--- src/hdl/sbh_pkg.sv ---
// Shared types and constants for the spectrum bar history renderer.
// Used by the top level and the iterative divider; depends on nothing else.

package sbh_pkg;

  // Fixed field widths of the block's ports.
  localparam int COL_W      = 5;
  localparam int HEIGHT_W   = 4;
  localparam int LEVEL_W    = 8;
  localparam int HUE_W      = 8;
  localparam int PIX_W      = 8;
  localparam int HIST_LEN_W = 5;
  localparam int CFG_IDX_W  = 3;
  localparam int CFG_DATA_W = 8;

  // History store: sixteen ring slots of thirty-two columns each.
  localparam int SLOT_W      = 4;
  localparam int STORE_AW    = SLOT_W + COL_W;
  localparam int STORE_DEPTH = 1 << STORE_AW;

  // Divider: an 8-bit dividend takes one quotient bit per cycle.
  localparam int DIV_ITER  = LEVEL_W;
  localparam int DIV_CNT_W = $clog2(DIV_ITER);

  // floor(x / 5) for x below 1024 is (x * 52429) >> 18.
  localparam int RECIP5_W     = 16;
  localparam int RECIP5_SHIFT = 18;
  localparam logic [RECIP5_W-1:0] RECIP5 = 16'd52429;
  localparam int SCALED_W     = LEVEL_W + 2;
  localparam int RECIP_PROD_W = SCALED_W + RECIP5_W;
  // Largest step times frames held: floor(255 * 4 / 5).
  localparam int MAX_BASE_LEVEL = 204;

  // Row bands for the hue.
  localparam logic [HEIGHT_W-1:0] MID_BAND_ROW  = 4'd4;
  localparam logic [HEIGHT_W-1:0] HIGH_BAND_ROW = 4'd6;

  // Configuration register indexes.
  localparam logic [CFG_IDX_W-1:0] REG_BRIGHTNESS  = 3'd0;
  localparam logic [CFG_IDX_W-1:0] REG_HIST_LENGTH = 3'd1;
  localparam logic [CFG_IDX_W-1:0] REG_LOW_HUE     = 3'd2;
  localparam logic [CFG_IDX_W-1:0] REG_MID_HUE     = 3'd3;
  localparam logic [CFG_IDX_W-1:0] REG_HIGH_HUE    = 3'd4;
  localparam logic [CFG_IDX_W-1:0] REG_SATURATION  = 3'd5;

  // Register values after reset.
  localparam logic [LEVEL_W-1:0]    RST_BRIGHTNESS  = 8'd255;
  localparam logic [HIST_LEN_W-1:0] RST_HIST_LENGTH = 5'd4;
  localparam logic [HUE_W-1:0]      RST_LOW_HUE     = 8'd0;
  localparam logic [HUE_W-1:0]      RST_MID_HUE     = 8'd64;
  localparam logic [HUE_W-1:0]      RST_HIGH_HUE    = 8'd160;
  localparam logic [LEVEL_W-1:0]    RST_SATURATION  = 8'd255;

  typedef struct packed {
    logic                  start;
    logic [LEVEL_W-1:0]    dividend;
    logic [HIST_LEN_W-1:0] divisor;
  } div_req_t;

  typedef struct packed {
    logic               done;
    logic [LEVEL_W-1:0] quotient;
  } div_rsp_t;

endpackage

--- src/hdl/sbh_ram.sv ---
// Generic simple dual-port RAM: one write port, one read port, registered read.
// Self-contained; no package needed.

module sbh_ram #(
  parameter int WIDTH = 8,
  parameter int DEPTH = 256
) (
  input  logic                     clk,
  input  logic                     we,
  input  logic [$clog2(DEPTH)-1:0] waddr,
  input  logic [WIDTH-1:0]         wdata,
  input  logic [$clog2(DEPTH)-1:0] raddr,
  output logic [WIDTH-1:0]         rdata
);

  logic [WIDTH-1:0] mem [DEPTH];

  always_ff @(posedge clk) begin
    if (we) begin
      mem[waddr] <= wdata;
    end
    rdata <= mem[raddr];
  end

endmodule

--- src/hdl/sbh_divider.sv ---
// Restoring divider producing one quotient bit per cycle.
// Depends on sbh_pkg for the request and response structs.

module sbh_divider
  import sbh_pkg::*;
(
  input  logic     clk,
  input  logic     rst,
  input  div_req_t req,
  output div_rsp_t rsp
);

  typedef enum logic {
    DIV_IDLE,
    DIV_RUN
  } div_state_t;

  div_state_t             state;
  logic [DIV_CNT_W-1:0]   cnt;
  logic [HIST_LEN_W-1:0]  rem;
  logic [LEVEL_W-1:0]     quo;
  logic [HIST_LEN_W-1:0]  divisor;
  logic                   done;
  logic [HIST_LEN_W:0]    trial;
  logic                   fits;
  logic [HIST_LEN_W-1:0]  rem_next;

  // Bring down the next dividend bit and try one subtraction.
  always_comb begin
    trial    = {rem, quo[LEVEL_W-1]};
    fits     = trial >= {1'b0, divisor};
    rem_next = fits ? HIST_LEN_W'(trial - {1'b0, divisor}) : trial[HIST_LEN_W-1:0];
  end

  always_ff @(posedge clk) begin
    if (rst) begin
      state <= DIV_IDLE;
      cnt   <= '0;
      done  <= 1'b0;
    end else begin
      done <= 1'b0;
      case (state)
        DIV_IDLE: begin
          if (req.start) begin
            rem     <= '0;
            quo     <= req.dividend;
            divisor <= req.divisor;
            cnt     <= '0;
            state   <= DIV_RUN;
          end
        end
        DIV_RUN: begin
          rem <= rem_next;
          quo <= {quo[LEVEL_W-2:0], fits};
          cnt <= cnt + 1'b1;
          if (cnt == DIV_CNT_W'(DIV_ITER - 1)) begin
            done  <= 1'b1;
            state <= DIV_IDLE;
          end
        end
        default: begin
          state <= DIV_IDLE;
        end
      endcase
    end
  end

  assign rsp.done     = done;
  assign rsp.quotient = quo;

endmodule

--- src/hdl/spectrum_bar_history_renderer.sv ---
// Spectrum bar history renderer: top level, sequencer and output register.
// Depends on sbh_pkg, sbh_ram (height history) and sbh_divider (level step).
//
//   Channel  Handshake               Payload
//   item     item_valid/item_ready   column, bar_height, frame_end
//   pixel    pixel_valid/pixel_ready pixel_index, hue, sat, level, last_write
//   cfg      cfg_valid/cfg_ready     cfg_index, cfg_data
//
// With older frames in use a request passes through acceptance, the serial divider that
// forms the level step, the history walk (a RAM read per older frame, the read latency and
// a hand-over) and then the pixel writes. With no older frame the walk is still entered;
// a column that writes nothing still passes through the emit phase.
// A column outside the matrix is accepted and dropped without leaving the idle state.
// Reset is synchronous and clears the ring pointer, frame count, sequencer and
// configuration; the history RAM is not cleared.
// A stalled pixel request holds the sequencer in its emit phase; a new item
// request may be taken while the last pixel of the previous one still waits.

module spectrum_bar_history_renderer
  import sbh_pkg::*;
#(
  parameter int MATRIX_WIDTH  = 32,
  parameter int MATRIX_HEIGHT = 8,
  parameter int HIST_MAX      = 16
) (
  input  logic                  clk,
  input  logic                  rst,
  // Item requests
  input  logic                  item_valid,
  output logic                  item_ready,
  input  logic [COL_W-1:0]      column,
  input  logic [HEIGHT_W-1:0]   bar_height,
  input  logic                  frame_end,
  // Pixel write requests
  output logic                  pixel_valid,
  input  logic                  pixel_ready,
  output logic [PIX_W-1:0]      pixel_index,
  output logic [HUE_W-1:0]      hue,
  output logic [LEVEL_W-1:0]    sat,
  output logic [LEVEL_W-1:0]    level,
  output logic                  last_write,
  // Configuration writes
  input  logic                  cfg_valid,
  output logic                  cfg_ready,
  input  logic [CFG_IDX_W-1:0]  cfg_index,
  input  logic [CFG_DATA_W-1:0] cfg_data
);

  localparam int ROW_W = $clog2(MATRIX_HEIGHT);

  typedef enum logic [1:0] {
    IDLE,
    DIV,
    HIST,
    EMIT
  } state_t;

  // Configuration registers.
  logic [LEVEL_W-1:0]    brightness;
  logic [HIST_LEN_W-1:0] hist_length;
  logic [HUE_W-1:0]      low_hue;
  logic [HUE_W-1:0]      mid_hue;
  logic [HUE_W-1:0]      high_hue;
  logic [LEVEL_W-1:0]    saturation;

  // Ring state.
  logic [SLOT_W-1:0]     frame_slot;
  logic [HIST_LEN_W-1:0] frames_held;

  // Per-request working registers.
  state_t                state;
  logic [COL_W-1:0]      cur_col;
  logic [HEIGHT_W-1:0]   cur_h;
  logic [SLOT_W-1:0]     cur_slot;
  logic [HIST_LEN_W-1:0] held;
  logic [LEVEL_W-1:0]    dividend;
  logic                  div_go;
  logic [LEVEL_W-1:0]    step;
  logic [LEVEL_W-1:0]    acc;
  logic [HIST_LEN_W-1:0] rd_left;
  logic                  rd_valid;
  logic [LEVEL_W-1:0]    row_level [MATRIX_HEIGHT];
  logic [MATRIX_HEIGHT-1:0] pend;

  // Accept-side logic.
  logic                    item_accept;
  logic                    col_ok;
  logic [HIST_LEN_W-1:0]   hl_eff;
  logic [HIST_LEN_W-1:0]   held_calc;
  logic [HIST_LEN_W-1:0]   held_inc;
  logic [HEIGHT_W-1:0]     h_clip;
  logic [RECIP_PROD_W-1:0] recip_prod;
  logic [MATRIX_HEIGHT-1:0] lit_mask;

  // History read path.
  logic [SLOT_W+1:0]     rd_slot_wide;
  logic [STORE_AW-1:0]   rd_addr;
  logic [HEIGHT_W-1:0]   rd_height;
  logic [LEVEL_W-1:0]    acc_sum;

  // Emit path.
  logic [ROW_W-1:0]         sel;
  logic [MATRIX_HEIGHT-1:0] pend_rest;
  logic [15:0]              idx_full;
  logic [HUE_W-1:0]         sel_hue;
  logic [HEIGHT_W-1:0]      sel_row;
  logic                     out_free;

  div_req_t div_req;
  div_rsp_t div_rsp;

  assign item_ready  = (state == IDLE);
  assign cfg_ready   = 1'b1;
  assign item_accept = item_valid && item_ready;
  assign out_free    = !pixel_valid || pixel_ready;

  // Frames in use: the current one plus those kept, limited by hist_length,
  // which itself is forced into the range one to HIST_MAX.
  always_comb begin
    if (hist_length == '0) begin
      hl_eff = HIST_LEN_W'(1);
    end else if (hist_length > HIST_LEN_W'(HIST_MAX)) begin
      hl_eff = HIST_LEN_W'(HIST_MAX);
    end else begin
      hl_eff = hist_length;
    end
    held_inc  = frames_held + 1'b1;
    held_calc = (held_inc > hl_eff) ? hl_eff : held_inc;
    h_clip    = (bar_height > HEIGHT_W'(MATRIX_HEIGHT)) ? HEIGHT_W'(MATRIX_HEIGHT)
                                                         : bar_height;
    col_ok    = 32'(column) < MATRIX_WIDTH;
    // floor(brightness * 4 / 5) by reciprocal multiplication.
    recip_prod = RECIP_PROD_W'({brightness, 2'b00}) * RECIP_PROD_W'(RECIP5);
    for (int y = 0; y < MATRIX_HEIGHT; y++) begin
      lit_mask[y] = h_clip > HEIGHT_W'(y);
    end
  end

  // Older frames are read oldest first; rd_left is the age of the next one.
  always_comb begin
    if ({2'b00, cur_slot} >= {1'b0, rd_left}) begin
      rd_slot_wide = {2'b00, cur_slot} - {1'b0, rd_left};
    end else begin
      rd_slot_wide = {2'b00, cur_slot} + (SLOT_W + 2)'(HIST_MAX) - {1'b0, rd_left};
    end
    rd_addr = {rd_slot_wide[SLOT_W-1:0], cur_col};
    acc_sum = acc + step;
  end

  // Lowest row still waiting, the serpentine index and the row's hue band.
  always_comb begin
    sel = '0;
    for (int y = MATRIX_HEIGHT - 1; y >= 0; y--) begin
      if (pend[y]) begin
        sel = ROW_W'(y);
      end
    end
    pend_rest      = pend;
    pend_rest[sel] = 1'b0;
    if (cur_col[0]) begin
      idx_full = 16'(MATRIX_HEIGHT) * (16'(MATRIX_WIDTH) - 16'(cur_col) - 16'd1)
                 + 16'(sel);
    end else begin
      idx_full = 16'(MATRIX_HEIGHT) * (16'(MATRIX_WIDTH) - 16'(cur_col))
                 - 16'(sel) - 16'd1;
    end
    sel_row = HEIGHT_W'(sel);
    if (sel_row > HIGH_BAND_ROW) begin
      sel_hue = high_hue;
    end else if (sel_row > MID_BAND_ROW) begin
      sel_hue = mid_hue;
    end else begin
      sel_hue = low_hue;
    end
  end

  sbh_ram #(
    .WIDTH (HEIGHT_W),
    .DEPTH (STORE_DEPTH)
  ) u_store (
    .clk   (clk),
    .we    (item_accept && col_ok),
    .waddr ({frame_slot, column}),
    .wdata (h_clip),
    .raddr (rd_addr),
    .rdata (rd_height)
  );

  assign div_req.start    = div_go;
  assign div_req.dividend = dividend;
  assign div_req.divisor  = held;

  sbh_divider u_div (
    .clk (clk),
    .rst (rst),
    .req (div_req),
    .rsp (div_rsp)
  );

  // Configuration registers; the user must write them only while the block is idle, as the block does not enforce it.
  always_ff @(posedge clk) begin
    if (rst) begin
      brightness  <= RST_BRIGHTNESS;
      hist_length <= RST_HIST_LENGTH;
      low_hue     <= RST_LOW_HUE;
      mid_hue     <= RST_MID_HUE;
      high_hue    <= RST_HIGH_HUE;
      saturation  <= RST_SATURATION;
    end else if (cfg_valid && cfg_ready) begin
      case (cfg_index)
        REG_BRIGHTNESS:  brightness  <= cfg_data;
        REG_HIST_LENGTH: hist_length <= cfg_data[HIST_LEN_W-1:0];
        REG_LOW_HUE:     low_hue     <= cfg_data;
        REG_MID_HUE:     mid_hue     <= cfg_data;
        REG_HIGH_HUE:    high_hue    <= cfg_data;
        REG_SATURATION:  saturation  <= cfg_data;
        default: begin
        end
      endcase
    end
  end

  // Sequencer, ring pointer and pixel output register.
  always_ff @(posedge clk) begin
    if (rst) begin
      state       <= IDLE;
      frame_slot  <= '0;
      frames_held <= '0;
      div_go      <= 1'b0;
      rd_valid    <= 1'b0;
      rd_left     <= '0;
      pend        <= '0;
      pixel_valid <= 1'b0;
    end else begin
      div_go <= 1'b0;
      if (pixel_ready) begin
        pixel_valid <= 1'b0;
      end
      case (state)
        IDLE: begin
          if (item_accept) begin
            // The ring moves on at once; the request keeps its own slot copy.
            if (frame_end) begin
              frame_slot  <= (frame_slot == SLOT_W'(HIST_MAX - 1)) ? '0
                                                                   : frame_slot + 1'b1;
              frames_held <= held_calc;
            end
            cur_col  <= column;
            cur_h    <= h_clip;
            cur_slot <= frame_slot;
            held     <= held_calc;
            dividend <= recip_prod[RECIP5_SHIFT +: LEVEL_W];
            acc      <= '0;
            rd_left  <= held_calc - 1'b1;
            rd_valid <= 1'b0;
            // Rows under the current bar take full brightness and win outright.
            for (int y = 0; y < MATRIX_HEIGHT; y++) begin
              row_level[y] <= brightness;
            end
            if (col_ok) begin
              pend   <= lit_mask;
              div_go <= 1'b1;
              state  <= DIV;
            end else begin
              pend <= '0;
            end
          end
        end
        DIV: begin
          if (div_rsp.done) begin
            step  <= div_rsp.quotient;
            state <= HIST;
          end
        end
        HIST: begin
          if (rd_left != '0) begin
            rd_left  <= rd_left - 1'b1;
            rd_valid <= 1'b1;
          end else begin
            rd_valid <= 1'b0;
          end
          // Frames arrive oldest first, so a newer frame overwrites an older one
          // on the rows they share; the current bar's rows are left alone.
          if (rd_valid) begin
            acc <= acc_sum;
            for (int y = 0; y < MATRIX_HEIGHT; y++) begin
              if (rd_height > HEIGHT_W'(y) && !(cur_h > HEIGHT_W'(y))) begin
                row_level[y] <= acc_sum;
                pend[y]      <= 1'b1;
              end
            end
          end
          if (rd_left == '0 && !rd_valid) begin
            state <= EMIT;
          end
        end
        EMIT: begin
          if (pend == '0) begin
            state <= IDLE;
          end else if (out_free) begin
            pixel_valid <= 1'b1;
            pixel_index <= idx_full[PIX_W-1:0];
            hue         <= sel_hue;
            sat         <= saturation;
            level       <= row_level[sel];
            last_write  <= (pend_rest == '0);
            pend        <= pend_rest;
            if (pend_rest == '0) begin
              state <= IDLE;
            end
          end
        end
        default: begin
          state <= IDLE;
        end
      endcase
    end
  end

  // No row may still be waiting once the sequencer is back at rest.
  assert property (@(posedge clk) disable iff (rst) (state == IDLE) |-> (pend == '0))
    else $error("rows left pending while idle");

  // The history walk never reaches back past the oldest frame in use.
  assert property (@(posedge clk) disable iff (rst) (state == HIST) |-> (rd_left < held))
    else $error("history read age out of range");

  // The divided step times the frames held never exceeds four fifths of 255.
  assert property (@(posedge clk) disable iff (rst)
    (state == HIST) |-> ((13'(step) * 13'(held)) <= 13'(MAX_BASE_LEVEL)))
    else $error("level step too large for the frames held");

  // A column inside the matrix always starts the divider.
  assert property (@(posedge clk) disable iff (rst)
    (item_accept && col_ok) |=> (state == DIV && div_go))
    else $error("in-range column did not start the level step");

endmodule

--- config.mk ---
export PLATFORM = sky130hd
export DESIGN_NAME = spectrum_bar_history_renderer
export DESIGN_NICKNAME = d
export VERILOG_FILES = /design/src/hdl/sbh_pkg.sv /design/src/hdl/sbh_ram.sv /design/src/hdl/sbh_divider.sv /design/src/hdl/spectrum_bar_history_renderer.sv
export SDC_FILE = /design/constraint.sdc
export NUM_CORES = 2
export LEC_CHECK = 0
export ABC_AREA = 1
export BUFFER_PORTS_ARGS = -buffer_cell sky130_fd_sc_hd__buf_2
export CORE_ASPECT_RATIO = 1.75
export CORE_MARGIN = 5
export CORE_UTILIZATION = 45
export CTS_CLUSTER_DIAMETER = 200
export DETAILED_ROUTE_END_ITERATION = 7
export MAX_ROUTING_LAYER = met4
export PLACE_DENSITY_LB_ADDON = 0.12
export SETUP_SLACK_MARGIN = 0.05
export SLEW_MARGIN = 20
export SYNTH_ARGS = -nofsm -noshare
export SYNTH_HDL_FRONTEND = slang
export SYNTH_SLANG_ARGS = --single-unit
--- constraint.sdc ---
create_clock -name clk -period 59 [get_ports clk]
set_input_delay 5.9 -clock clk [delete_from_list [all_inputs] [get_ports clk]]
set_output_delay 5.9 -clock clk [all_outputs]
set_load 0.02 [all_outputs]
* Word level (Yosys, flattened, before mapping)
Memory sizes are Yosys's and may differ from the RTL's. A register that Yosys moved wholly into a read port is not among the register bits.
Index checks and enable logic that the tools add are counted.
** Storage, ports and cells
- Register bits :: 162
- RAM bits :: 2112
- Input port bits :: 26
- Output and inout port bits :: 36
- Word-level logic and storage cells :: 302
- Memories :: 2
** Cells by class
- Add/sub/neg operators :: 15
- Multipliers :: 1
- Magnitude comparators :: 33
- Equal/unequal tests :: 28
- Muxes and demuxes :: 116
- Bitwise logic cells :: 13
- Reduce and logical (&&, ||, !) cells :: 56
** Memories
- u_store.mem :: words 512, bits a word 4, rd ports 1, clocked after Yosys merged registers in 1, wr ports 1, RTL line sbh_ram.sv:16 : logic [WIDTH-1:0] mem [DEPTH];
- row_level :: words 8, bits a word 8, rd ports 1, clocked after Yosys merged registers in 1, wr ports 8, RTL line spectrum_bar_history_renderer.sv:82 : logic [LEVEL_W-1:0] row_level [MATRIX_HEIGHT];
** Operators by type and width (number)
- two-way mux 8 bit :: 18
- two-way mux 1 bit :: 63
- greater-than comparator 4 x 3 -> 1 bit (second input constant) :: 12
- AND reduction 6 bit :: 8
- two-way mux 5 bit :: 7
- one-hot mux 8 bit (2 select lines) :: 2
- != test 2 bit (second input constant) :: 14
- two-way mux 3 bit :: 9
- greater-than comparator 4 x 1 -> 1 bit (second input constant) :: 6
- greater-than comparator 4 x 2 -> 1 bit (second input constant) :: 6
- multiplier 8 x 16 -> 24 bit (second input constant) :: 1
- one-hot mux 8 bit (3 select lines) :: 1
- one-hot mux 5 bit (2 select lines) :: 2
- logical NOT 8 bit :: 2
- AND reduction 2 bit :: 8
- AND reduction 3 bit :: 5
- subtractor 5 x 1 -> 5 bit (second input constant) :: 3
- two-way mux 2 bit :: 6
- two-way mux 4 bit :: 3
- logical AND 1 bit :: 11
- logical NOT 1 bit :: 10
- logical NOT 5 bit :: 2
- == test 3 bit (second input constant) :: 3
- adder 4 x 1 -> 4 bit (second input constant) :: 2
- 41 further kinds :: 58

* Logic depth before layout (Yosys ltp)
- Depth in word-level cells :: 19
- Gate-level depth with buffers :: 21
- Depth with buffers taken out :: 21

* Hierarchy
A second synthesis with hierarchy kept.
** Second synthesis, totals
- Cell total of the unflattened synthesis :: 8698
- Area total of the unflattened synthesis :: 96983.0 um^2
** Modules (own cells, without submodules)
- sbh_ram :: instances 1, cells an instance 7292, area each 84403.4 um^2
- spectrum_bar_history_renderer :: instances 1, cells an instance 1286, area each 11399.7 um^2
- sbh_divider :: instances 1, cells an instance 120, area each 1179.9 um^2

* Worst setup path after synthesis
OpenSTA, ideal clock, no wires.
- Path type :: input -> register
- Start point :: input port bar_height[1]
- End point :: register cur_h[0] (data pin)
- Arrival time :: 19.757 ns
- Data required time :: 56.054 ns
- Setup slack :: 36.296 ns
- Stages :: 3
- Path buffers :: 0
- Path through :: nor2_1 -> nand2_1 -> a21oi_1
** On the way
- Cells in the longest elaborated chain, start to end :: 2
** Ends and longest elaborated chain
- start: declaration :: RTL line spectrum_bar_history_renderer.sv:32 : input logic [HEIGHT_W-1:0] bar_height,
- greater-than comparator 4 bit :: RTL line spectrum_bar_history_renderer.sv:129 : h_clip = (bar_height > HEIGHT_W'(MATRIX_HEIGHT)) ? HEIGHT_W'(MATRIX_HEIGHT)
- two-way mux 4 bit :: RTL line spectrum_bar_history_renderer.sv:129
- via h_clip[0] :: RTL line spectrum_bar_history_renderer.sv:91 : logic [HEIGHT_W-1:0] h_clip;
- end signal: assignment :: RTL line spectrum_bar_history_renderer.sv:249 : cur_h <= h_clip;
- end: declaration :: RTL line spectrum_bar_history_renderer.sv:73 : logic [HEIGHT_W-1:0] cur_h;
The timed path passes the listed nets, and every way through them passes these cells.
A chain may end at the register's enable or synchronous reset.

* Worst setup path in the final report
- Start point :: input port bar_height[3]
- End point :: memory u_store.mem[69][2] in the netlist's numbering (data pin)
** On the way
- Cells in the longest elaborated chain, start to end :: 2
** Ends and longest elaborated chain (RTL line)
- greater-than comparator 4 bit :: spectrum_bar_history_renderer.sv:129
- two-way mux 4 bit :: spectrum_bar_history_renderer.sv:129
- via h_clip[2] :: spectrum_bar_history_renderer.sv:91
- end: declaration :: sbh_ram.sv:16
The timed path passes the listed nets, and every way through them passes these cells.

==> reports/qor.yml <==
worst_hold_path:
  min_from: "held[2]$_DFFE_PP_"
  hp-class: "flop to flop"
cts:
  clk_pin_slew_worst_paths_ps: 60
  clock_sinks: 2286
  cts_hold_buffers: 0
  cts_tree: "built"
  clk_latency_ps: 860
  cts_resized: 0
  post_cts_buffers: 0
  cts_buffer_depth: 4
  numCtsBuffers: 208
  h-tree-depth: 4
  cts_root_buf: "clkbuf_16"
critical_path:
  startpoint: "bar_height[3]"
  crit_fanout: 161
  cp.arrival_ps: 9710
  rr_endpoint: "u_store.rdata[1]$_DFF_P_"
  cp-end-kind: "flop"
  worstReg2RegStart: "cur_col[1]$_DFFE_PP_"
  endpoint: "u_store.mem[69][2]$_DFFE_PP_"
  worst_ep_required_time_ps: 59520
  start_kind: "input port"
  rr_worst_depth: 13
  worstSetupPathType: "input port to flop"
  r2r_setup_slack_ps: 53610
run:
  maxCapViolCount: 0
run_status:
  status: "completed"
floorplan:
  floorplan.initialDensity_pct: 45.1
  die_h_um: 623
  core_area_mm2: 0.214
  fp.dieArea_mm2: 0.224
  rows: 225
  die_x_um: 360
  ios: 62
global_route:
  antenna_found_initial: 6
  grt_pass1_wl_um: 402000
  grt_pass1_vias: 65700
  grt_overflow: 0
  grt_usage_pct: 24.7
  grt_max_degree: 192
timing:
  setup_viol: 0
  drv_slew: 0
  slew_headroom_pct: 18.9
  hold_viol: 0
  finalCritPeriodShare_pct: 15.6
  min_period_ps: 9190
  fmax_ghz: 0.109
  grt_setup_unrepaired: "false"
  finalClockSkew_ps: 47.9
  whs_ps: 417
  fin_tns_setup_ps: 0
  tightest_slew_ps: 1220
power_and_ir_drop:
  power_per_cell_area_mw_per_mm2: 35.7
  seq_power_share_pct: 48.6
  power_uw: 3760
  p_sw_share_pct: 27.9
  pwr-share-clk_pct: 35.5
  combPwrFrac_pct: 16.0
  ir_drop_v: 0.0000296
  p_int_uw: 2710
  p_switching_uw: 1050
  p_leak_uw: 0.0370
placed_design:
  dp_hpwl_um: 161000
  numPortBuffers: 60
  globalplace.congestion: 0.883
synthesis:
  synth_seq_cells: 2286
  avgSynthCellArea_um2: 11.2
  synth_edf_count: 2205
  yosysSeqAreaShare_pct: 70.3
  yosys_warnings: 0
  synthFlopType: "edfxtp_1"
  syn_area_mm2: 0.0965
  syn_inst: 8647
  synthArstFlopShare_pct: 0
  synth_cell_types: 41
  synth_nets: 8771
route:
  vias_per_cell: 5.61
  ant_nets: 0
  dr.pass1.iters: 8
  wirelength_um: 277000
  drt-initial-drc-count: 5316
  avgRoutedWirePerCell_um: 24.2
  drcViolationCount: 0
  vias: 64200
final_layout:
  nNetsFinal: 8562
  synthToLayoutAreaGrowth_pct: 9.25
  fill_cells: 19100
  layout_commonest_cell: "nand2_1"
  final_cell_mix: "nand2_1 (2371), edfxtp_1 (2205), nand3_1 (2108)"
  drive_above_1_share_pct: 5.56
## power by group through the flow
stage	Sequential, uW	Clock [uW]	Combinational, uW
CTS	1830	1360	602
global route	1830	1420	654
finish	1830	1330	602
global placement	1860	0	595
detailed placement	1860	0	600
floorplan	1880	0	367
## registers in the layout, indices dropped and copies added, names as in the netlist, 8 cells and up
signal / flops
hue: 8
row_level: 64
dividend: 8
sat: 8
high_hue: 8
u_div.quo: 8
step: 8
level: 8
low_hue: 8
brightness: 8
acc: 8
mid_hue: 8
u_store.mem: 2048
saturation: 8
pend: 8
pixel_index: 8
## Yosys cell counts (22+ instances only)
cell type	count	share of area, %
nand2_1	2387	9.3
xor2_1	22	0.20
buf_2	343	1.8
buf_1	40	0.16
inv_1	196	0.76
dfxtp_1	81	1.7
a21oi_1	67	0.35
nand3_1	2108	11
o21ai_0	147	0.76
clkbuf_1	176	0.68
ha_1	79	1.0
edfxtp_1	2205	69
nor2_1	669	2.6
## critical path, cell delays in order
cell and delay (ps):
buf_8 220, nor2_4 210, buf_12 630, buf_4 890
buf_4 710, buf_4 790
## through the flow
stage	std cells	area (um^2)	util [%]	setup slack, ps
after floorplan	8647	96500	-	36300
after global placement	11100	98700	46.1	48920
after detailed placement	11100	98700	46.2	48920
after CTS	11400	105000	49.2	49830
after global routing	11400	105000	49.3	49650
final	11400	105000	49.3	49810
## layer usage
layer	track usage, %	share of wire [%]	vias up
met1	27.0	37	31800
li1	-	-	29900
met3	2.48	4.9	608
met2	44.9	53	1939
met5	-	0	-
met4	12.3	5.8	0
## worst min path at each step
stage	slack [ps]	endpoint	depth (start not counted)
final	420	u_div.divisor[2]$_DFFE_PP_	0
after floorplan	400	u_div.divisor[0]$_DFFE_PP_	0
after global placement	400	u_div.divisor[3]$_DFFE_PP_	0
after CTS	410	u_div.divisor[2]$_DFFE_PP_	0
after detailed placement	410	u_div.divisor[0]$_DFFE_PP_	0
after global routing	420	u_div.divisor[1]$_DFFE_PP_	0
## area by class of cell
class,count,area [um^2],share of cell area [%]
flip-flops and latches,2286,67800,64.4
multi-input cells,5591,25500,24.2
clock buffers,264,5510,5.23
well taps,2837,3550,3.37
repair buffers,149,1110,1.05
clock inverters,111,1100,1.04
inverters,202,787,0.747
diodes,5,12.5,0.0119
## cells by family (layout without fill, tap and decap cells)
group           after synthesis  count (layout)  synth area share [%]
buf+inv                     770             726                  3.47
other cells                   1               6               0.00389
xor+xnor                     32              32                 0.291
simple gates               5194            5194                  23.0
compound gates              266             266                  1.50
flops                      2286            2286                  70.3
fa+ha+maj                    98              98                  1.42
Note: power is estimated with default switching activity, not from simulation.
